**config.mk**
```make
export PLATFORM = sky130hd
export DESIGN_NAME = fbrb_ram
export DESIGN_NICKNAME = d
export VERILOG_FILES = /design/src/hdl/fbrb_ram.sv
export SDC_FILE = /design/constraint.sdc
export NUM_CORES = 1
export LEC_CHECK = 0
export BUFFER_PORTS_ARGS = -buffer_cell sky130_fd_sc_hd__buf_2
export CORE_MARGIN = 5
export CORE_UTILIZATION = 57
export CTS_BUF_LIST = sky130_fd_sc_hd__clkbuf_4
export DETAILED_ROUTE_END_ITERATION = 8
export GPL_TIMING_DRIVEN = 0
export PLACE_DENSITY = 0.78
export REMOVE_ABC_BUFFERS = 1
export SLEW_MARGIN = 10
export SYNTH_ARGS = -nofsm -noshare
export SYNTH_HDL_FRONTEND = slang
export SYNTH_SLANG_ARGS = --single-unit
```
**constraint.sdc**
```tcl
create_clock -name clk_i -period 2.1 [get_ports clk_i]
set_clock_uncertainty 0.1 [all_clocks]
set_input_delay 0.525 -clock clk_i [delete_from_list [all_inputs] [get_ports clk_i]]
set_output_delay 0.525 -clock clk_i [all_outputs]
set_load 0.1 [all_outputs]
```
**src/hdl/fbrb_ram.sv**
```systemverilog
// Simple dual-port synchronous RAM with registered read.
module fbrb_ram #(
  parameter int DEPTH = 16,
  parameter int WIDTH = 8
) (
  input  logic                     clk_i,
  input  logic                     we_i,
  input  logic [$clog2(DEPTH)-1:0] waddr_i,
  input  logic [WIDTH-1:0]         wdata_i,
  input  logic                     re_i,
  input  logic [$clog2(DEPTH)-1:0] raddr_i,
  output logic [WIDTH-1:0]         rdata_o
);

  logic [WIDTH-1:0] mem_q [DEPTH];
  logic [WIDTH-1:0] rdata_q;

  always_ff @(posedge clk_i) begin
    if (we_i) begin
      mem_q[waddr_i] <= wdata_i;
    end
  end

  always_ff @(posedge clk_i) begin
    if (re_i) begin
      rdata_q <= mem_q[raddr_i];
    end
  end

  assign rdata_o = rdata_q;

endmodule

```
==> metrics, run 1 <==
Critical Path RT 2.24 ns; WL per Instance 22.73 um; Worst Setup EP rdata_o[0]; layout cells sized above 1 28.88%; RSZ-0062 raised after global routing no; Mapped Area 5228 um^2; Pint 3.985 mW; critical path peak fanout 32; power per cell area 901.3 nW/um^2; pin count of the biggest net entering global routing 33; min-delay worst type in2reg; Max Freq 0.5233 GHz; 1st-iter DRT viols 201; worst reg2reg setup slack 0.45 ns; met2 Usage GRT 27.19%; FP Rows 35; via count 2333; Area growth syn-to-layout 9.741%; Comb pwr share 6.9%; DIE WIDTH 105.8 um; commonest cells after routing, fill and taps aside edfxtp_1 (136), buf_2 (25), mux4_2 (18); vias in the first global route 2470; crit-path cells buf_4 -> mux4_1 -> a22oi_1 -> nand2_1; synthesis warning total 0; CTS sink count 136; Clock Latency Late Sink 0.50 ns; Placed Area 5420 um^2; area of the core 9109 um^2; NumNets Final 283; R2R depth 3; Clk Tree Root Cell clkbuf_4; Peak VDD IR 448.0 uV; IO Pins 27; Startpoint Class primary input; Worst Setup SP raddr_i[0]; dpl cells 356; setup TNS 0 ns; part of the power in registers 59.3%; Post-DRT Antenna Nets 0; DRT Pass-1 Iters 4; Detailed Route WL 8821 um; first-pass GRT wire length 13420 um; Antenna diodes 0; final instance area 5737 um^2; post-CTS repair timing setup buffer count 0; GRT Overall Usage 17.01%; H-tree depth 4; Die H 105.8 um; Layout Utilization 62.98%; Max stage delay on crit path 0.63 ns; Net Sw Frac 22.92%; Setup CP Type in2reg; initial antenna violation count 0; CTS buffer count 17; crit path time final 1.911 ns; DRC viols 0; Yosys cell types 18; Yosys reg bits 136; # Max-Cap Violations 0; nature of the critical path endpoint flop; Post-DP HPWL 5505 um; Power, Total 5.170 mW; GR Util met3 6.185%; Most Used Layer, Global Route met2; Final Max Slew Viols 0; sequential fraction of the synthesis area 78.12%; slowest CP cell mux4_1; IO buf count 26; final non-filler cell total 388; routed vias/inst 6.013; Mapped Avg Cell Area 22.83 um^2; Max Root-Sink Buffers 2; R2R Path Start mem_q[2][0]; Post-CTS Hold Buffers 0; Worst Tran Pin Value 0.8977 ns; die area 11190 um^2; GR Overflow Total 0; Mapped Cells 229; R2R Path End rdata_o[0]; final hold vios 0; M1 GR Usage 22.03%; Worst EP arrival 2.05 ns; Switch Pwr 1.185 mW; endpoints failing setup 0; clk slew on worst S/H paths 0.11 ns; Placer Congestion 0.7435; outcome finished, final reports clean; CTS tree built; part of the cycle the worst path needs 91.00%; Max-slew headroom 39.94%; Leak 1.863 nW; Clk pwr share 33.8%; Initial Util 57.39%; most common cell after layout, fill and taps aside edfxtp_1
==> worst min-delay path by stage <==
stage | startpoint | end | slack [ns] | cells after the start
6_report | re_i | rdata_o[6] | 0.26 | 1
5_1_grt | re_i | rdata_o[1] | 0.20 | 1
4_1_cts | re_i | rdata_o[7] | 0.21 | 1
3_5_place_dp | mem_q[12][7] | rdata_o[7] | 0.66 | 3
3_3_place_gp | mem_q[3][5] | rdata_o[5] | 0.64 | 3
2_1_floorplan | wdata_i[0] | mem_q[0][0] | 0.52 | 0
==> sequential cells by signal (all words and copies together), names as in the netlist <==
signal,flops
rdata_o,8
mem_q,128
==> layer usage <==
layer | wire (um) | up-vias
li1 | - | 1055
met1 | 3526 | 1166
met2 | 4503 | 101
met3 | 691 | 11
met4 | 99 | 0
met5 | 0 | -
==> metrics by stage <==
step | hold slack [ns] | setup slack (ns)
final | 0.2577 | 0.1890
after global routing | 0.2005 | 0.1174
after global placement | 0.6420 | -0.6912
after detailed placement | 0.6627 | -0.7240
after floorplan | 0.5239 | -0.01787
after CTS | 0.2134 | 0.1628
==> layout make-up <==
type                            count  area, um^2
Sequential cell                   136        4084
Fill cell                         618        3372
Multi-Input combinational cell     83        1077
Clock inverter                     15       176.4
Tap cell                          111       138.9
Timing Repair Buffer               26       132.6
Clock buffer                       17       127.6
==> cell usage after synthesis, drive strengths merged <==
master	n	area share [%]
nor3	4	0.38
mux4	32	15
nor2b	1	0.12
a22oi	16	2.3
nand2b	2	0.24
and2b	1	0.14
and2	1	0.12
buf	7	1.1
or3b	1	0.17
nor2	13	0.93
clkdlybuf4s25	3	0.57
edfxtp	136	78
nand2	9	0.65
nand3	1	0.096
nand3b	2	0.29
==> worst max-delay path: cells and delay by family <==
| kind | cells | cell delay (ns) |
|---|---|---|
| muxes | 1 | 0.63 |
| AOI/OAI and AO/OA | 1 | 0.28 |
| buffers and inverters | 1 | 0.47 |
| and+or+nand+nor | 1 | 0.14 |
==> power by group through the flow <==
stage | combinational (mW) | clock, mW | sequential [mW]
floorplan | 0.122 | 0 | 3.22
global placement | 0.345 | 0 | 3.12
detailed placement | 0.357 | 0 | 3.13
CTS | 0.359 | 1.79 | 3.07
global route | 0.378 | 1.89 | 3.07
finish | 0.355 | 1.75 | 3.07
==> timing repair <==
| item | CTS | global route |
|---|---|---|
| resized for setup | 2 | 0 |
| hold endpoints to repair | 0 | 0 |
| setup endpoints to repair | 13 | 0 |
==> cell families after synthesis <==
family | Yosys count | share of synthesized area, %
flip-flops | 136 | 78.12
AND/OR/NAND/NOR | 35 | 3.136
multiplexers | 32 | 14.79
AO/OA/AOI/OAI | 16 | 2.298
buffers and inverters | 10 | 1.651
(Power assumes the default switching activity.)
==> inputs of run 2 (changes only) <==
--- a/config.mk
+++ b/config.mk
@@ -7,11 +7,11 @@
 export LEC_CHECK = 0
 export BUFFER_PORTS_ARGS = -buffer_cell sky130_fd_sc_hd__buf_2
 export CORE_MARGIN = 5
-export CORE_UTILIZATION = 57
+export CORE_UTILIZATION = 63
 export CTS_BUF_LIST = sky130_fd_sc_hd__clkbuf_4
 export DETAILED_ROUTE_END_ITERATION = 8
 export GPL_TIMING_DRIVEN = 0
-export PLACE_DENSITY = 0.78
+export PLACE_DENSITY = 0.82
 export REMOVE_ABC_BUFFERS = 1
 export SLEW_MARGIN = 10
 export SYNTH_ARGS = -nofsm -noshare
==> constraint.sdc (replaced) <==
create_clock -name clk_i -period 1.8 [get_ports clk_i]
set_clock_uncertainty 0.1 [all_clocks]
set_input_delay 0.45 -clock clk_i [delete_from_list [all_inputs] [get_ports clk_i]]
set_output_delay 0.45 -clock clk_i [all_outputs]
set_load 0.1 [all_outputs]
==> metrics, run 2 (synthesis gave the netlist of run 1 again) <==
critical path's top delay family buffers and inverters (was multiplexers); area of the core 8134 um^2 (was 9109 um^2); Initial Util 64.27% (was 57.39%); FF+latch area 4084 um^2 (unchanged); Detailed Route WL 9016 um (was 8821 um); critical path peak fanout 32 (unchanged); DR top layer met4 (unchanged); Worst EP arrival 1.88 ns (was 2.05 ns); FP Rows 33 (was 35); routed vias/inst 6.123 (was 6.013); H-tree depth 4 (unchanged); CTS buffer count 17 (unchanged); Setup CP Type in2reg (unchanged); slowest CP cell buf_2 (was mux4_1); hold_sp re_i (unchanged); die area 10220 um^2 (was 11190 um^2); part of the cycle the worst path needs 97.21%; Critical Path RT 1.93 ns (was 2.24 ns); Startpoint Class primary input (unchanged); Die H 101.1 um (was 105.8 um); Max stage delay on crit path 0.59 ns (was 0.63 ns); WL met2 4684 um (was 4503 um); min-delay worst type in2reg (unchanged); pin count of the biggest net entering global routing 33 (unchanged); Placer Congestion 0.7470 (was 0.7435); NumNets Final 283 (unchanged); clk slew on worst S/H paths 0.11 ns (about the same); CTS tree built (unchanged); Antenna diodes 0 (unchanged); DRC viols 0 (unchanged); Multi-input gate area 1080 um^2 (was 1077 um^2); Final Max Slew Viols 0 (unchanged); Top reg by flops mem_q (unchanged); IO buf count 26 (unchanged); worst reg2reg setup slack 0.13 ns (was 0.45 ns); R2R depth 3 (unchanged); Placed Area 5423 um^2 (was 5420 um^2); Worst Tran Pin Value 0.9329 ns (was 0.8977 ns); via count 2333 (unchanged); crit path buf inv count 1 (unchanged); Leak 1.849 nW (was 1.863 nW); outcome finished, final reports clean (unchanged); Area growth syn-to-layout 8.760% (was 9.741%); crit path time final 1.750 ns; Max-slew headroom 37.58% (was 39.94%); R2R Path End rdata_o[5] (was rdata_o[0]); Clk Tree Root Cell clkbuf_4 (unchanged); IO Pins 27 (unchanged); Peak VDD IR 501.2 uV (was 448.0 uV); Max Freq 0.5715 GHz; first-pass GRT wire length 13920 um (was 13420 um); crit-path cells buf_2 -> mux4_1 -> a22oi_1 -> nand2_1 (was buf_4 -> mux4_1 -> a22oi_1 -> nand2_1); WL per Instance 23.66 um (was 22.73 um); # Max-Cap Violations 0 (unchanged); max reg flops 128 (unchanged); initial antenna violation count 0 (unchanged); R2R Path Start mem_q[8][5] (was mem_q[2][0]); most common cell after layout, fill and taps aside edfxtp_1 (unchanged); GRT Overall Usage 19.65% (was 17.01%); Worst Hold Path Cells 1 (unchanged); commonest cells after routing, fill and taps aside edfxtp_1 (136), clkbuf_4 (20), mux4_2 (18) (was edfxtp_1 (136), buf_2 (25), mux4_2 (18)); final instance area 5685 um^2 (was 5737 um^2); vias in the first global route 2475 (was 2470); endpoints failing setup 0 (unchanged); layout cells sized above 1 28.26% (was 28.88%); Layout Utilization 69.90% (was 62.98%); DRT Pass-1 Iters 4 (unchanged); met3 WL 740 um (was 691 um); nature of the critical path endpoint flop (unchanged); DIE WIDTH 101.1 um (was 105.8 um); Clock Latency Late Sink 0.49 ns (was 0.50 ns); 1st-iter DRT viols 211 (was 201); CTS sink count 136 (unchanged); Max Root-Sink Buffers 2 (unchanged); RSZ-0062 raised after global routing no (unchanged); final hold vios 0 (unchanged); Post-DP HPWL 5489 um (was 5505 um); post-CTS repair timing setup buffer count 0 (unchanged); FILL cells 475 (was 618); met1 WL 3442 um (was 3526 um); power per cell area 998.1 nW/um^2 (was 901.3 nW/um^2); GR Overflow Total 0 (unchanged); Post-DRT Antenna Nets 0 (unchanged); WHS Endpoint rdata_o[0] (was rdata_o[6])
[run 2: changes by cell type in the layout (fill, tap and decap cells not counted), moves of 2 or more]
| cell | change |
|---|---|
| buf_2 | -8 |
| clkbuf_4 | +3 |
| inv_6 | -2 |
| clkinv_4 | -2 |
| clkinv_1 | +2 |
| clkinvlp_4 | -2 |
| bufinv_16 | -2 |
| buf_4 | +7 |
| clkinv_2 | +2 |
[run 2: per-stage QoR]
stage	TNS, ns	setup WS (ns)	instances	hold WS (ns)	power, mW
2_1_floorplan	-2.001	-0.2429	219	0.4489	3.903
3_3_place_gp	-45.66	-0.9036	350	0.6446	4.047
3_5_place_dp	-38.32	-0.9339	350	0.6578	4.066
4_1_cts	0	0.04445	381	0.1656	5.719
5_1_grt	0	0.02608	381	0.1525	5.903
6_report	0	0.05020	381	0.2008	5.675
[run 2: what timing repair did]
| action | 4_1_cts | 5_1_grt |
|---|---|---|
| gates resized for setup | 11 | 0 |
| hold buffers | 0 | 0 |
| setup endpoints to repair | 22 | 0 |
[run 2: power breakdown]
group | leakage, nW | internal [mW] | total (mW) | switching (mW)
logic | 0.486 | 0.133 | 0.420 | 0.287
registers | 1.24 | 3.56 | 3.58 | 0.0171
clock network | 0.127 | 0.699 | 1.67 | 0.976
total | 1.85 | 4.39 | 5.67 | 1.28
[run 2: worst max path at each step]
stage / startpoint / end / slack [ns] / cells after the start
after floorplan: waddr_i[2] / mem_q[0][0] / -0.24 / 2
after detailed placement: raddr_i[0] / rdata_o[5] / -0.93 / 4
after global routing: raddr_i[1] / rdata_o[5] / 0.03 / 4
after global placement: raddr_i[0] / rdata_o[4] / -0.90 / 4
after CTS: waddr_i[2] / mem_q[0][3] / 0.04 / 3
final: raddr_i[1] / rdata_o[5] / 0.05 / 4
[run 2: cell type report]
type	count	area share, %
clock buffers	20	2.641
clock inverters	11	1.474
multi-input cells	83	18.99
flip-flops and latches	136	71.83
well taps	105	2.311
repair buffers	26	2.751
[run 2: routing by layer]
metal | track usage (%) | up-vias
met4 | 8.078 | 0
li1 | - | 1056
met3 | 4.291 | 11
met5 | 0 | -
met1 | 26.98 | 1161
met2 | 31.09 | 105
