File: src/hdl/fbrb_pkg.sv
// Package with sizes, codes and shared types of the framed byte ring buffer.
package fbrb_pkg;

  localparam int RING_BYTES  = 1024;
  localparam int FRAME_SLOTS = 16;

  localparam int LEN_W   = 11;
  localparam int BYTE_W  = 8;
  localparam int FRMO_W  = 5;
  localparam int RING_AW = $clog2(RING_BYTES);
  localparam int SLOT_AW = $clog2(FRAME_SLOTS);
  localparam int BYTES_W = $clog2(RING_BYTES + 1);
  localparam int FRM_W   = $clog2(FRAME_SLOTS + 1);
  localparam int CMP_W   = (BYTES_W > LEN_W) ? BYTES_W : LEN_W;

  typedef enum logic {
    OP_WRITE = 1'b0,
    OP_READ  = 1'b1
  } op_e;

  typedef enum logic [1:0] {
    ST_OK       = 2'd0,
    ST_REFUSED  = 2'd1,
    ST_EMPTY    = 2'd2,
    ST_NO_SPACE = 2'd3
  } status_e;

  typedef struct packed {
    op_e              op;
    logic [BYTE_W-1:0] data_byte;
    logic [LEN_W-1:0]  frame_len;
    logic [LEN_W-1:0]  reader_space;
  } item_t;

  typedef struct packed {
    status_e           status;
    logic [BYTE_W-1:0] read_byte;
    logic              frame_last;
    logic [LEN_W-1:0]  frame_length;
    logic [FRMO_W-1:0] frames_stored;
    logic [LEN_W-1:0]  bytes_stored;
  } result_t;

  typedef struct packed {
    logic               we;
    logic [RING_AW-1:0] addr;
    logic [BYTE_W-1:0]  data;
  } ring_wr_t;

  typedef struct packed {
    logic               we;
    logic [SLOT_AW-1:0] addr;
    logic [LEN_W-1:0]   data;
  } lq_wr_t;

endpackage

File: src/hdl/fbrb_core.sv
// Pointers, counters and frame bookkeeping that update around the two memories.
module fbrb_core import fbrb_pkg::*; (
  input  logic               clk_i,
  input  logic               rst_ni,
  input  logic               step_i,
  input  item_t              item_i,
  input  logic [BYTE_W-1:0]  ring_rdata_i,
  input  logic [LEN_W-1:0]   lq_rdata_i,
  output logic [RING_AW-1:0] ring_raddr_o,
  output logic [SLOT_AW-1:0] lq_raddr_o,
  output ring_wr_t           ring_wr_o,
  output lq_wr_t             lq_wr_o,
  output result_t            result_o
);

  logic [RING_AW-1:0] wp_q, wp_d, rp_q, rp_d;
  logic [SLOT_AW-1:0] head_q, head_d, tail_q, tail_d;
  logic [BYTES_W-1:0] bytes_q, bytes_d;
  logic [FRM_W-1:0]   frames_q, frames_d;
  logic [LEN_W-1:0]   wr_rem_q, wr_rem_d, rd_rem_q, rd_rem_d;
  logic               drop_q, drop_d;

  logic [CMP_W-1:0]   free_ext, flen_ext;
  logic [LEN_W-1:0]   wr_after, rd_after;
  logic               store, go;
  status_e            status;
  logic [BYTE_W-1:0]  rbyte;
  logic               last;
  logic [LEN_W-1:0]   rlen;

  assign free_ext = CMP_W'(RING_BYTES) - CMP_W'(bytes_q);
  assign flen_ext = CMP_W'(item_i.frame_len);

  always_comb begin
    wp_d      = wp_q;
    rp_d      = rp_q;
    head_d    = head_q;
    tail_d    = tail_q;
    bytes_d   = bytes_q;
    frames_d  = frames_q;
    wr_rem_d  = wr_rem_q;
    rd_rem_d  = rd_rem_q;
    drop_d    = drop_q;
    status    = ST_OK;
    rbyte     = '0;
    last      = 1'b0;
    rlen      = '0;
    store     = 1'b0;
    go        = 1'b1;
    wr_after  = wr_rem_q;
    rd_after  = rd_rem_q;
    ring_wr_o = '{we: 1'b0, addr: wp_q, data: item_i.data_byte};
    lq_wr_o   = '{we: 1'b0, addr: tail_q, data: item_i.frame_len};

    if (item_i.op == OP_WRITE) begin
      if (wr_rem_q == '0) begin
        if (item_i.frame_len == '0 || flen_ext > free_ext ||
            frames_q >= FRM_W'(FRAME_SLOTS)) begin
          status = ST_REFUSED;
          if (item_i.frame_len != '0) begin
            wr_rem_d = item_i.frame_len - LEN_W'(1);
            drop_d   = (item_i.frame_len != LEN_W'(1));
            last     = (item_i.frame_len == LEN_W'(1));
          end
        end else begin
          drop_d        = 1'b0;
          lq_wr_o.we    = step_i;
          store         = 1'b1;
          wr_after      = item_i.frame_len;
        end
      end else if (drop_q) begin
        status   = ST_REFUSED;
        wr_rem_d = wr_rem_q - LEN_W'(1);
        if (wr_rem_q == LEN_W'(1)) begin
          drop_d = 1'b0;
          last   = 1'b1;
        end
      end else begin
        store = 1'b1;
      end
      if (store) begin
        ring_wr_o.we = step_i;
        wp_d     = (wp_q == RING_AW'(RING_BYTES - 1)) ? '0 : wp_q + RING_AW'(1);
        bytes_d  = bytes_q + BYTES_W'(1);
        wr_rem_d = wr_after - LEN_W'(1);
        if (wr_after == LEN_W'(1)) begin
          last     = 1'b1;
          tail_d   = (tail_q == SLOT_AW'(FRAME_SLOTS - 1)) ? '0 : tail_q + SLOT_AW'(1);
          frames_d = frames_q + FRM_W'(1);
        end
      end
    end else begin
      if (rd_rem_q == '0) begin
        if (frames_q == '0) begin
          status = ST_EMPTY;
          go     = 1'b0;
        end else if (item_i.reader_space < lq_rdata_i) begin
          status = ST_NO_SPACE;
          go     = 1'b0;
        end else begin
          rd_after = lq_rdata_i;
        end
      end
      if (go && rd_after != '0) begin
        rlen     = lq_rdata_i;
        rbyte    = ring_rdata_i;
        rp_d     = (rp_q == RING_AW'(RING_BYTES - 1)) ? '0 : rp_q + RING_AW'(1);
        rd_rem_d = rd_after - LEN_W'(1);
        if (rd_after == LEN_W'(1)) begin
          last    = 1'b1;
          bytes_d = (CMP_W'(bytes_q) >= CMP_W'(lq_rdata_i)) ?
                    bytes_q - BYTES_W'(lq_rdata_i) : '0;
          head_d  = (head_q == SLOT_AW'(FRAME_SLOTS - 1)) ? '0 : head_q + SLOT_AW'(1);
          if (frames_q != '0) begin
            frames_d = frames_q - FRM_W'(1);
          end
        end
      end
    end
  end

  always_ff @(posedge clk_i or negedge rst_ni) begin
    if (!rst_ni) begin
      wp_q     <= '0;
      rp_q     <= '0;
      head_q   <= '0;
      tail_q   <= '0;
      bytes_q  <= '0;
      frames_q <= '0;
      wr_rem_q <= '0;
      rd_rem_q <= '0;
      drop_q   <= 1'b0;
    end else if (step_i) begin
      wp_q     <= wp_d;
      rp_q     <= rp_d;
      head_q   <= head_d;
      tail_q   <= tail_d;
      bytes_q  <= bytes_d;
      frames_q <= frames_d;
      wr_rem_q <= wr_rem_d;
      rd_rem_q <= rd_rem_d;
      drop_q   <= drop_d;
    end
  end

  assign ring_raddr_o = rp_q;
  assign lq_raddr_o   = head_q;

  assign result_o = '{status:        status,
                      read_byte:     rbyte,
                      frame_last:    last,
                      frame_length:  rlen,
                      frames_stored: FRMO_W'(frames_d),
                      bytes_stored:  LEN_W'(bytes_d)};

endmodule

File: config.mk
export PLATFORM = sky130hd
export DESIGN_NAME = fbrb_core
export DESIGN_NICKNAME = d
export VERILOG_FILES = /design/src/hdl/fbrb_pkg.sv /design/src/hdl/fbrb_core.sv
export SDC_FILE = /design/constraint.sdc
export NUM_CORES = 1
export LEC_CHECK = 0
export ABC_AREA = 1
export BUFFER_PORTS_ARGS = -buffer_cell sky130_fd_sc_hd__buf_2
export CORE_MARGIN = 1
export CORE_UTILIZATION = 50
export CTS_CLUSTER_DIAMETER = 100
export DETAILED_ROUTE_END_ITERATION = 7
export PLACE_DENSITY_LB_ADDON = 0.05
export SYNTH_ARGS = -nofsm -noshare
export SYNTH_HDL_FRONTEND = slang
export SYNTH_SLANG_ARGS = --single-unit
File: constraint.sdc
create_clock -name clk_i -period 8.9 [get_ports clk_i]
set_input_delay 1.335 -clock clk_i [delete_from_list [all_inputs] [get_ports clk_i]]
set_output_delay 1.335 -clock clk_i [all_outputs]
set_load 0.01 [all_outputs]
==> results by group, run 1 <==
Run status
  – Status: complete, no violations

STA
  – Slew of the pin with the lowest slew margin: between 0.9 and 1 ns
  – Final Max Tran Viols: 0
  – Final hold vios: 0
  – Hold Worst Slack: roughly 0.49 ns
  – Upper clock frequency limit: between 150 and 200 MHz
  – Clock Skew: 0.0103 ns
  – Setup TNS: 0 ns
  – Final setup vio count: 0
  – RSZ-0062 raised after global routing: false
  – Minimum clock period: roughly 6.2 ns
  – Final worst-path cycle share: 69.5%
  – Slew HR: 38.4%

Clocking
  – Clk_lat worst skew: ~0.35 ns
  – Post-CTS sizing: 0
  – CTS tree: done
  – Sink Count: 67
  – CTS HTree Levels: 3
  – Root buf cell: clkbuf_16
  – Hold_buf cts: 0
  – CTS buffer count: 9
  – CTS clock-pin slew for the worst setup and hold paths: about 0.06 ns
  – CTS max path bufs: 2
  – Post-CTS setup buffers: 0

Placed design
  – DP Wirelength: between 10000 and 15000 um
  – PortBufs: 123
  – RD Place Congestion: about 0.94

Power and ir drop
  – Final total power: 2.24 mW
  – Pwr dens: between 200 and 300 nW/um2
  – Maximum VDD drop: around 0.00018 V
  – Leak pwr: slightly above 4 nW

Worst setup path
  – Peak fanout along the critical path: 11
  – Crit path kind: flop to primary output
  – CP required: about 7.6 ns
  – Critical Path Max Stage Delay: about 0.46 ns
  – CP Capture Type: primary output
  – CP max stage cell: dfrtp_1
  – Worst setup SP type: flop
  – CP arrival: 4.85 ns

Worst hold path
  – HP Class: flop to flop

Route
  – Router iterations before antenna repair: 5
  – Routed len/inst: 14.4 um
  – Antenna-violating nets left: 0
  – DRT iter0 DRCs: 531
  – DRC viols: 0
  – WL final: roughly 19000 um
  – Via count: between 6000 and 7000
  – Vias per cell: roughly 5.3

Floorplanning
  – Die H: roughly 120 um
  – Initial Utilization: about 52%
  – Die Span X: about 120 um
  – Rows: 41
  – Die ar.: approximately 14000 um2
  – Core Region: ~13000 um2
  – I/O Pins: 140

Cells and area
  – Fin nets: approximately 1200
  – Area grow syn2layout: 13.1%
  – Filler cells: between 1000 and 1500
  – Share of layout cells above drive strength 1: between 15 and 20%
  – Commonest non-fill, non-tap cell in the layout: nand2_1
  – Most frequent cells in the layout: nand2_1 (280), inv_1 (133), buf_2 (122)
  – # diodes: 0
  – Final Core Density: slightly below 60%

Yosys
  – Synth warn: 0
  – Post-Syn Area per Cell: about 6.6 um2
  – Mapped Cells: approximately 1000
  – EDFF count, synth: 0
  – #FFs+latches synth: 67
  – Async set-reset flop share out of synthesis: 100%
  – Post-synthesis sequential area ratio: approximately a quarter
  – Syn nets: 1115
  – Synth unique cells: 48
  – Post-synth top flop: dfrtp_1
  – Synthesized cell area: between 6000 and 7000 um2

Global routing
  – First-pass GRT wire length: between 30000 and 40000 um
  – Initial antenna violation count: 0
  – Largest net degree at the start of global routing: 68
  – Vias in the first global route: 6191
  – Gr ovfl total: 0
  – Gr usage total: a little over a quarter

Job
  – Max-cap violation count: 0
-- per-layer routing --
metal	vias up	track usage (%)	share of wire, %
met2	208	43.2	44
met3	24	5.38	5.5
li1	3454	-	-
met5	-	0	0
met1	3070	37.8	49
met4	0	6.49	1.4
-- metrics by stage --
step                      setup slack, ns  cell area [um2]  cells
after floorplan                      3.83             6690   1013
after global placement               3.18             7270   1268
final                                2.72             7560   1283
after detailed placement             3.09             7270   1268
after global routing                 2.17             7560   1283
after CTS                            2.75             7560   1283
-- registers in the layout, summed over array words and instances, names as in the netlist --
name          flops
bytes_q          11
rd_rem_q         11
wr_rem_q         11
ring_raddr_o     10
wp_q             10
frames_q          5
lq_raddr_o        4
tail_q            4
drop_q            1
-- critical path: cells and delay by family, from the launching register on --
family	cells	cell delay [ns]
adder cells (fa/ha/maj)	3	0.73
buffers and inverters	2	0.28
XOR/XNOR	1	0.15
flip-flops	1	0.46
AND/OR/NAND/NOR	19	2.52
AO/OA/AOI/OAI	1	0.34
-- area by class of cell --
class	count	area, um2	share of cell area, %
clock buffers	9	225	2.98
clock inverters	6	66.3	0.877
inverters	144	542	7.16
multi-input cells	761	4210	55.7
flip-flops and latches	67	1680	22.2
well taps	172	215	2.84
repair buffers	124	626	8.27
-- cells in the mapped netlist, drive strengths merged, types with 5 or more instances --
cell type | number | area (um2)
a21oi | 37 | 185
a31oi | 7 | 43.8
buf | 33 | 228
clkbuf | 8 | 30.0
clkinv | 5 | 20.0
dfrtp | 67 | 1680
ha | 48 | 601
inv | 139 | 522
nand2 | 295 | 1170
nand3 | 76 | 405
nand4 | 32 | 206
nor2 | 107 | 538
nor3 | 20 | 105
nor4 | 9 | 56.3
o211ai | 5 | 37.5
o21ai | 59 | 310
xnor2 | 11 | 96.3
xor2 | 32 | 280
-- power by group --
part | total, mW | switching (mW) | internal, mW
logic | 1.34 | 0.859 | 0.482
clock network | 0.367 | 0.151 | 0.216
registers | 0.537 | 0.131 | 0.406
total | 2.24 | 1.14 | 1.10
-- worst paths after layout --
check | start | end | slack (ns) | cells past startpoint
min | ring_raddr_o[2] | ring_raddr_o[2] | 0.49 | 1
max reg2reg | bytes_q[0] | tail_q[2] | 4.33 | 24
min in group asynchronous | rst_ni | bytes_q[8] | 1.07 | 1
max | bytes_q[0] | result_o[12] | 2.72 | 26
max in group asynchronous | rst_ni | rd_rem_q[1] | 7.21 | 1
min reg2reg | ring_raddr_o[2] | ring_raddr_o[2] | 0.49 | 1
-- kinds of logic after synthesis --
group                      synth area share (%)
and+or+nand+nor                            37.9
buffers and inverters                      12.0
AOI/OAI and AO/OA                          10.2
DFF                                        25.1
adders and majority gates                  9.28
xor gates and xnor gates                   5.63
(Power assumes the default switching activity.)
==> inputs of run 2 (changes only) <==
==> constraint.sdc (replaced) <==
create_clock -name clk_i -period 5.6 [get_ports clk_i]
set_input_delay 0.84 -clock clk_i [delete_from_list [all_inputs] [get_ports clk_i]]
set_output_delay 0.84 -clock clk_i [all_outputs]
set_load 0.01 [all_outputs]
==> run 2 against run 1 <==
Against the previous run: combinational power increased by 66%; sequential power up 57%; utilization rose by 0.62 points; via count down 0.50%; flip-flop and latch count stayed put; critical endpoint unchanged; largest cell class unchanged.
==> results by group, run 2 (same netlist as run 1, synthesis figures left out) <==
Placed design
  – Dpl cells: 1268 (unchanged)
  – RD Place Congestion: 0.912 (-2.8%)
  – PortBufs: 123 (unchanged)
  – DP Wirelength: 13800 um (-2.0%)
  – Placed instance area: 7270 um2 (unchanged)

Clocking
  – Root buf cell: clkbuf_16
  – CTS max path bufs: 2 (unchanged)
  – Clk_lat worst skew: 0.35 ns (about the same)
  – CTS HTree Levels: 3 (unchanged)
  – Sink Count: 67 (unchanged)
  – Hold_buf cts: 0 (unchanged)
  – CTS tree: done
  – CTS buffer count: 9 (unchanged)
  – CTS clock-pin slew for the worst setup and hold paths: 0.06 ns (about the same)

Cells and area
  – Filler cells: 1271 (-5.1%)
  – Commonest non-fill, non-tap cell in the layout: nand2_1
  – Most frequent cells in the layout: nand2_1 (279), inv_1 (132), buf_2 (122)
  – Final Core Density: 59.6% (+0.62 points)
  – Final instance area: 7640 um2 (+1.1%)
  – # diodes: 0 (unchanged)
  – Fin nets: 1215 (+0.50%)
  – Area grow syn2layout: 14.3%
  – Non-Filler Instances: 1290 (+0.55%)
  – Share of layout cells above drive strength 1: 18.4% (+0.96 points)
  – Top flop regs: bytes_q: 11 flops, rd_rem_q: 11 flops, wr_rem_q: 11 flops

Global routing
  – Largest net degree at the start of global routing: 68 (unchanged)
  – First-pass GRT wire length: 30400 um (-0.23%)
  – Vias in the first global route: 6186 (-0.081%)
  – Gr ovfl total: 0 (unchanged)
  – Gr usage total: 27.1% (-0.17 points)
  – Initial antenna violation count: 0 (unchanged)

Worst setup path
  – CP required: 4.76 ns (-2.81 ns)
  – R2R Setup Slk: 1.57 ns (-2.76 ns)
  – WP buf/inv: 2 (unchanged)
  – Critical Path Max Stage Delay: 0.47 ns (about the same)
  – Peak fanout along the critical path: 8 (-3)
  – CP arrival: 4.32 ns (-0.53 ns)
  – Reg2reg end: tail_q[2]
  – Worst setup SP type: flop
  – R2R cell count: 23 (-4.2%)
  – Top Family by Delay on Critical Path: simple AND/OR/NAND/NOR gates
  – CP max stage cell: dfrtp_1
  – CP Capture Type: primary output
  – Reg-to-Reg Start: bytes_q[2]
  – Most used cell, CP: nand2_1
  – Crit path kind: flop to primary output

Power and ir drop
  – Maximum VDD drop: 0.000238 V (+32%)
  – Final total power: 3.66 mW (+63%)
  – Pwr dens: 479 nW/um2 (+62%)
  – Leak pwr: 4.16 nW (+1.0%)

Floorplanning
  – Initial Utilization: 52.2% (unchanged)
  – I/O Pins: 140 (unchanged)
  – Die ar.: 13800 um2 (unchanged)
  – Core Region: 12800 um2 (unchanged)
  – Die Span X: 118 um (unchanged)
  – Die H: 118 um (unchanged)
  – Rows: 41 (unchanged)

Route
  – Via count: 6722 (-0.50%)
  – DRC viols: 0 (unchanged)
  – Routed len/inst: 14.0 um (-2.9%)
  – Vias per cell: 5.21 (-1.0%)
  – Antenna-violating nets left: 0 (unchanged)
  – Router iterations before antenna repair: 5 (unchanged)
  – WL final: 18100 um (-2.4%)
  – DRT iter0 DRCs: 416 (-22%)

Worst hold path
  – Worst Hold Launch: ring_raddr_o[2]
  – Hold endpoint: ring_raddr_o[2]
  – Worst Hold Depth: 1 (unchanged)
  – HP Class: flop to flop

STA
  – Slew of the pin with the lowest slew margin: 0.920 ns (+0.00492 ns)
  – Minimum clock period: 5.16 ns
  – Clock Skew: 0.0102 ns (-0.0000548 ns)
  – Final setup vio count: 0 (unchanged)
  – Final worst-path cycle share: between 90% and 100%
  – Final Max Tran Viols: 0 (unchanged)
  – Upper clock frequency limit: 194 MHz
  – RSZ-0062 raised after global routing: false
  – Setup TNS: 0 ns (unchanged)
  – Slew HR: 38.1% (-0.33 points)
  – Final hold vios: 0 (unchanged)

Run status
  – Status: complete, no violations

Job
  – Max-cap violation count: 0 (unchanged)
==> run 2: cell types whose count changed in the layout (fill, tap and decap cells not counted), sizes merged <==
cell / change
clkbuf: +2
clkinv: +2
buf: +6
clkinvlp: -3
==> run 2: what timing repair did <==
action | in CTS | in global routing
setup endpoints to repair | 1 | 11
buffers inserted | 0 | 6
hold endpoints to repair | 0 | 0
resized for setup | 1 | 8
pin swaps | 0 | 3
gates cloned | 0 | 0
==> run 2: worst max path at each step <==
stage                     startpoint      endpoint  cells after the start
after floorplan           bytes_q[2]  result_o[12]                     24
after global placement    bytes_q[0]  result_o[12]                     26
after detailed placement  bytes_q[0]  result_o[12]                     26
after CTS                 bytes_q[0]  result_o[12]                     26
after global routing      bytes_q[0]  result_o[12]                     28
final                     bytes_q[2]  result_o[12]                     25
==> run 2: area by class of cell <==
| class | instances | area (um2) | share of cell area [%] |
|---|---|---|---|
| multi-input combinational | 761 | 4230 | 55.4 |
| clock inverter | 5 | 61.3 | 0.802 |
| tap | 172 | 215 | 2.82 |
| sequential | 67 | 1680 | 22.0 |
| clock buffer | 11 | 243 | 3.18 |
| timing repair buffer | 130 | 671 | 8.77 |
| inverter | 144 | 542 | 7.09 |
==> run 2: report_power, final <==
group          total, mW  internal [mW]  switching (mW)
clock              0.595          0.360           0.235
combinational       2.22          0.833            1.39
sequential         0.845          0.648           0.197
==> run 2: through the flow <==
| step | setup slack (ns) | hold slack, ns |
|---|---|---|
| after floorplan | 1.21 | 0.453 |
| after global placement | 0.530 | 0.475 |
| after detailed placement | 0.387 | 0.482 |
| after CTS | 0.0539 | 0.494 |
| after global routing | 0.00923 | 0.514 |
| final | 0.435 | 0.493 |
==> run 2: per-layer routing <==
| metal | global-route usage [%] | part of all wire (%) |
|---|---|---|
| met5 | 0 | 0 |
| met3 | 4.75 | 5.2 |
| met2 | 43.2 | 45 |
| met4 | 7.05 | 1.2 |
| met1 | 37.5 | 49 |
==> run 2: worst register-to-register path, stage by stage (launching register included) <==
cell,delay (ns)
dfrtp_1,0.47
nor3_1,0.34
nand3_1,0.18
nor3_1,0.25
nand2_1,0.10
xor2_1,0.15
ha_1,0.27
nand2_1,0.07
nor2_2,0.16
nand4_1,0.17
nand2_4,0.14
nand3_4,0.12
nand2_1,0.09
o21ai_0,0.11
inv_1,0.07
ha_1,0.16
nand3_1,0.08
nor2_1,0.13
nand3_2,0.10
nor2_4,0.20
nand2_2,0.12
nor2_4,0.20
nand2_1,0.09
xor2_1,0.14
==> inputs of run 3 (changes only) <==
--- a/config.mk
+++ b/config.mk
@@ -8,9 +8,10 @@
 export ABC_AREA = 1
 export BUFFER_PORTS_ARGS = -buffer_cell sky130_fd_sc_hd__buf_2
 export CORE_MARGIN = 1
-export CORE_UTILIZATION = 50
+export CORE_UTILIZATION = 51
 export CTS_CLUSTER_DIAMETER = 100
 export DETAILED_ROUTE_END_ITERATION = 7
+export GPL_TIMING_DRIVEN = 0
 export PLACE_DENSITY_LB_ADDON = 0.05
 export SYNTH_ARGS = -nofsm -noshare
 export SYNTH_HDL_FRONTEND = slang
==> run 3 against run 2 <==
Against the previous run: final area up 3.7%; utilization grew 2.7 points; global-route usage grew 1.1 points; highest routed layer unchanged; register-to-register slack improved by 0.03 ns; clock power decreased by 2%; largest power group unchanged; power fell by 0.95%; worst setup slack improved by 0.057 ns; die area fell by 1.9%.
==> results by group, run 3 (same netlist as run 1, synthesis figures left out) <==
Run status
  – Status: complete, no violations

Placed design
  – RD Place Congestion: 0.913 (+0.11%)
  – PortBufs: 130 (+5.7%)
  – Placed instance area: 7590 um2 (+4.3%)
  – DP Wirelength: 14200 um (+2.4%)

Power and ir drop
  – Maximum VDD drop: 0.000258 V (+8.6%)
  – Sequential Power Share: 22.3% (-0.8 points)
  – Leak pwr: 4.34 nW (+4.4%)
  – Clock network power share: 16.1% (about the same)
  – Final total power: 3.63 mW (-0.95%)
  – Switch share: 50.0% (+0.20 points)
  – Int Power: 1.82 mW (-1.3%)
  – Comb pwr share: 61.5% (+0.8 points)
  – Pwr dens: 458 nW/um2 (-4.5%)
  – Psw: 1.81 mW (-0.57%)

Clocking
  – Hold_buf cts: 0 (unchanged)
  – CTS tree: done
  – Root buf cell: clkbuf_16
  – CTS HTree Levels: 3 (unchanged)
  – CTS clock-pin slew for the worst setup and hold paths: 0.06 ns (about the same)
  – CTS max path bufs: 2 (unchanged)
  – Clk_lat worst skew: 0.35 ns (about the same)
  – CTS buffer count: 9 (unchanged)
  – Sink Count: 67 (unchanged)

Cells and area
  – Most frequent cells in the layout: nand2_1 (280), buf_2 (137), inv_1 (131)
  – # diodes: 0 (unchanged)
  – Fin nets: 1260 (+3.7%)
  – Commonest non-fill, non-tap cell in the layout: nand2_1
  – Filler cells: 1280 (+0.71%)
  – Final Core Density: 62.3% (+2.7 points)
  – Share of layout cells above drive strength 1: 21.0% (+2.6 points)
  – Top flop regs: bytes_q: 11 flops, rd_rem_q: 11 flops, wr_rem_q: 11 flops
  – Area grow syn2layout: 18.6%
  – Final instance area: 7930 um2 (+3.7%)

STA
  – Final Max Tran Viols: 0 (unchanged)
  – Slew of the pin with the lowest slew margin: 0.911 ns (-0.00927 ns)
  – Hold Worst Slack: 0.281 ns (-0.212 ns)
  – Clock Skew: 0.00819 ns (-0.00200 ns)
  – Slew HR: 38.7% (+0.62 points)
  – Final worst-path cycle share: 91.2% (-1.0 points)
  – Final setup vio count: 0 (unchanged)
  – Final hold vios: 0 (unchanged)
  – Minimum clock period: 5.11 ns (-0.0567 ns)
  – Upper clock frequency limit: 196 MHz (+1.1%)
  – Setup TNS: 0 ns (unchanged)

Global routing
  – Initial antenna violation count: 0 (unchanged)
  – Gr ovfl total: 0 (unchanged)
  – Largest net degree at the start of global routing: 67 (-1.5%)
  – Vias in the first global route: 6246 (+0.97%)
  – Gr usage total: 28.2% (+1.1 points)
  – First-pass GRT wire length: 29800 um (-2.2%)

Worst setup path
  – CP required: 4.76 ns (about the same)
  – CP arrival: 4.27 ns (-0.05 ns)
  – Critical Path Max Stage Delay: 0.38 ns (-0.09 ns)
  – Worst setup SP type: flop
  – CP max stage cell: dfrtp_1
  – Top Family by Delay on Critical Path: simple AND/OR/NAND/NOR gates
  – Peak fanout along the critical path: 10 (+2)
  – CP Capture Type: primary output
  – Crit path kind: flop to primary output
  – WP buf/inv: 4 (+2)

Route
  – Met3 wire length: 1010 um (+6.5%)
  – DRT iter0 DRCs: 367 (-12%)
  – DRC viols: 0 (unchanged)
  – Via count: 6899 (+2.6%)
  – Met1 Wirelength: 8630 um (-1.8%)
  – Highest routed metal layer: met4
  – Router iterations before antenna repair: 5 (unchanged)
  – Antenna-violating nets left: 0 (unchanged)
  – WL final: 18200 um (+0.53%)
  – Vias per cell: 5.17 (-0.83%)
  – Routed len/inst: 13.6 um (-2.9%)
  – Met2 WL: 8270 um (+2.2%)

Job
  – Max-cap violation count: 0 (unchanged)

Floorplanning
  – I/O Pins: 140 (unchanged)
  – Rows: 41 (unchanged)
  – Die H: 117 um (-0.97%)
  – Die Span X: 117 um (-0.97%)
  – Core Region: 12700 um2 (-0.80%)
  – Initial Utilization: 52.6% (+0.42 points)
  – Die ar.: 13600 um2 (-1.9%)

Worst hold path
  – HP Class: primary input to asynchronous set/reset pin
[run 3: cell types whose count changed in the layout (fill, tap and decap cells not counted), sizes merged]
cell	previous run	this run
buf	130	167
clkbuf	11	18
inv	140	141
[run 3: final cells by class]
| class | instances | area (um2) | area share [%] |
|---|---|---|---|
| buffer | 41 | 258 | 3.25 |
| clock buffer | 10 | 229 | 2.89 |
| clock inverter | 6 | 73.8 | 0.931 |
| inverter | 144 | 542 | 6.83 |
| multi-input combinational | 761 | 4230 | 53.4 |
| sequential | 67 | 1680 | 21.2 |
| tap | 172 | 215 | 2.71 |
| timing repair buffer | 134 | 703 | 8.87 |
[run 3: path summary, 6_finish.rpt]
kind / slack, ns / start / to / cells past startpoint
min in group clk_i: 0.49 / ring_raddr_o[2] / ring_raddr_o[2] / 1
max: 0.49 / bytes_q[2] / result_o[12] / 29
min: 0.28 / rst_ni / bytes_q[7] / 1
max in group asynchronous: 4.76 / rst_ni / bytes_q[0] / 2
min reg2reg: 0.49 / ring_raddr_o[2] / ring_raddr_o[2] / 1
max reg2reg: 1.60 / bytes_q[2] / tail_q[2] / 27
[run 3: power by group through the flow]
stage / registers (mW) / clock network [mW] / logic, mW
after floorplan: 0.806 / 0 / 1.64
after global placement: 0.826 / 0 / 2.13
after detailed placement: 0.824 / 0 / 2.16
after CTS: 0.821 / 0.596 / 2.18
after global routing: 0.835 / 0.616 / 2.56
final: 0.811 / 0.585 / 2.23
[run 3: worst reg2reg max path, stage by stage (launching register included)]
cell,delay (ns)
dfrtp_1,0.38
clkbuf_1,0.20
inv_2,0.13
nand3_1,0.12
nor2_1,0.11
nand2_1,0.10
nor2_2,0.12
nand3_1,0.09
xor2_1,0.15
ha_1,0.30
nand2_1,0.07
nor2_2,0.16
nand3_1,0.09
nand3_1,0.07
nand2_1,0.09
nand3_2,0.09
buf_6,0.14
nand2_1,0.06
o21ai_1,0.13
ha_2,0.23
nand3_1,0.07
nor2_1,0.13
nand3_2,0.10
nor2_4,0.19
nand2_2,0.12
nor2_4,0.18
nand2_1,0.09
xor2_1,0.15
[run 3: stage by stage]
step	std cells	setup slack (ns)
3_5_place_dp	1316	0.587
3_3_place_gp	1315	0.639
2_1_floorplan	1013	1.21
4_1_cts	1332	0.193
5_1_grt	1335	-0.000759
6_report	1335	0.492
[run 3: timing repair]
action,in CTS,in global routing
resized for setup,0,10
endpoints found under the setup margin,0,7
hold endpoints to repair,0,0
setup buffers,0,3
[run 3: layer usage]
layer / up-vias / track usage (%)
li1: 3552 / -
met1: 3125 / 37.9
met2: 199 / 46.2
met3: 23 / 5.60
met4: 0 / 7.26
met5: - / 0
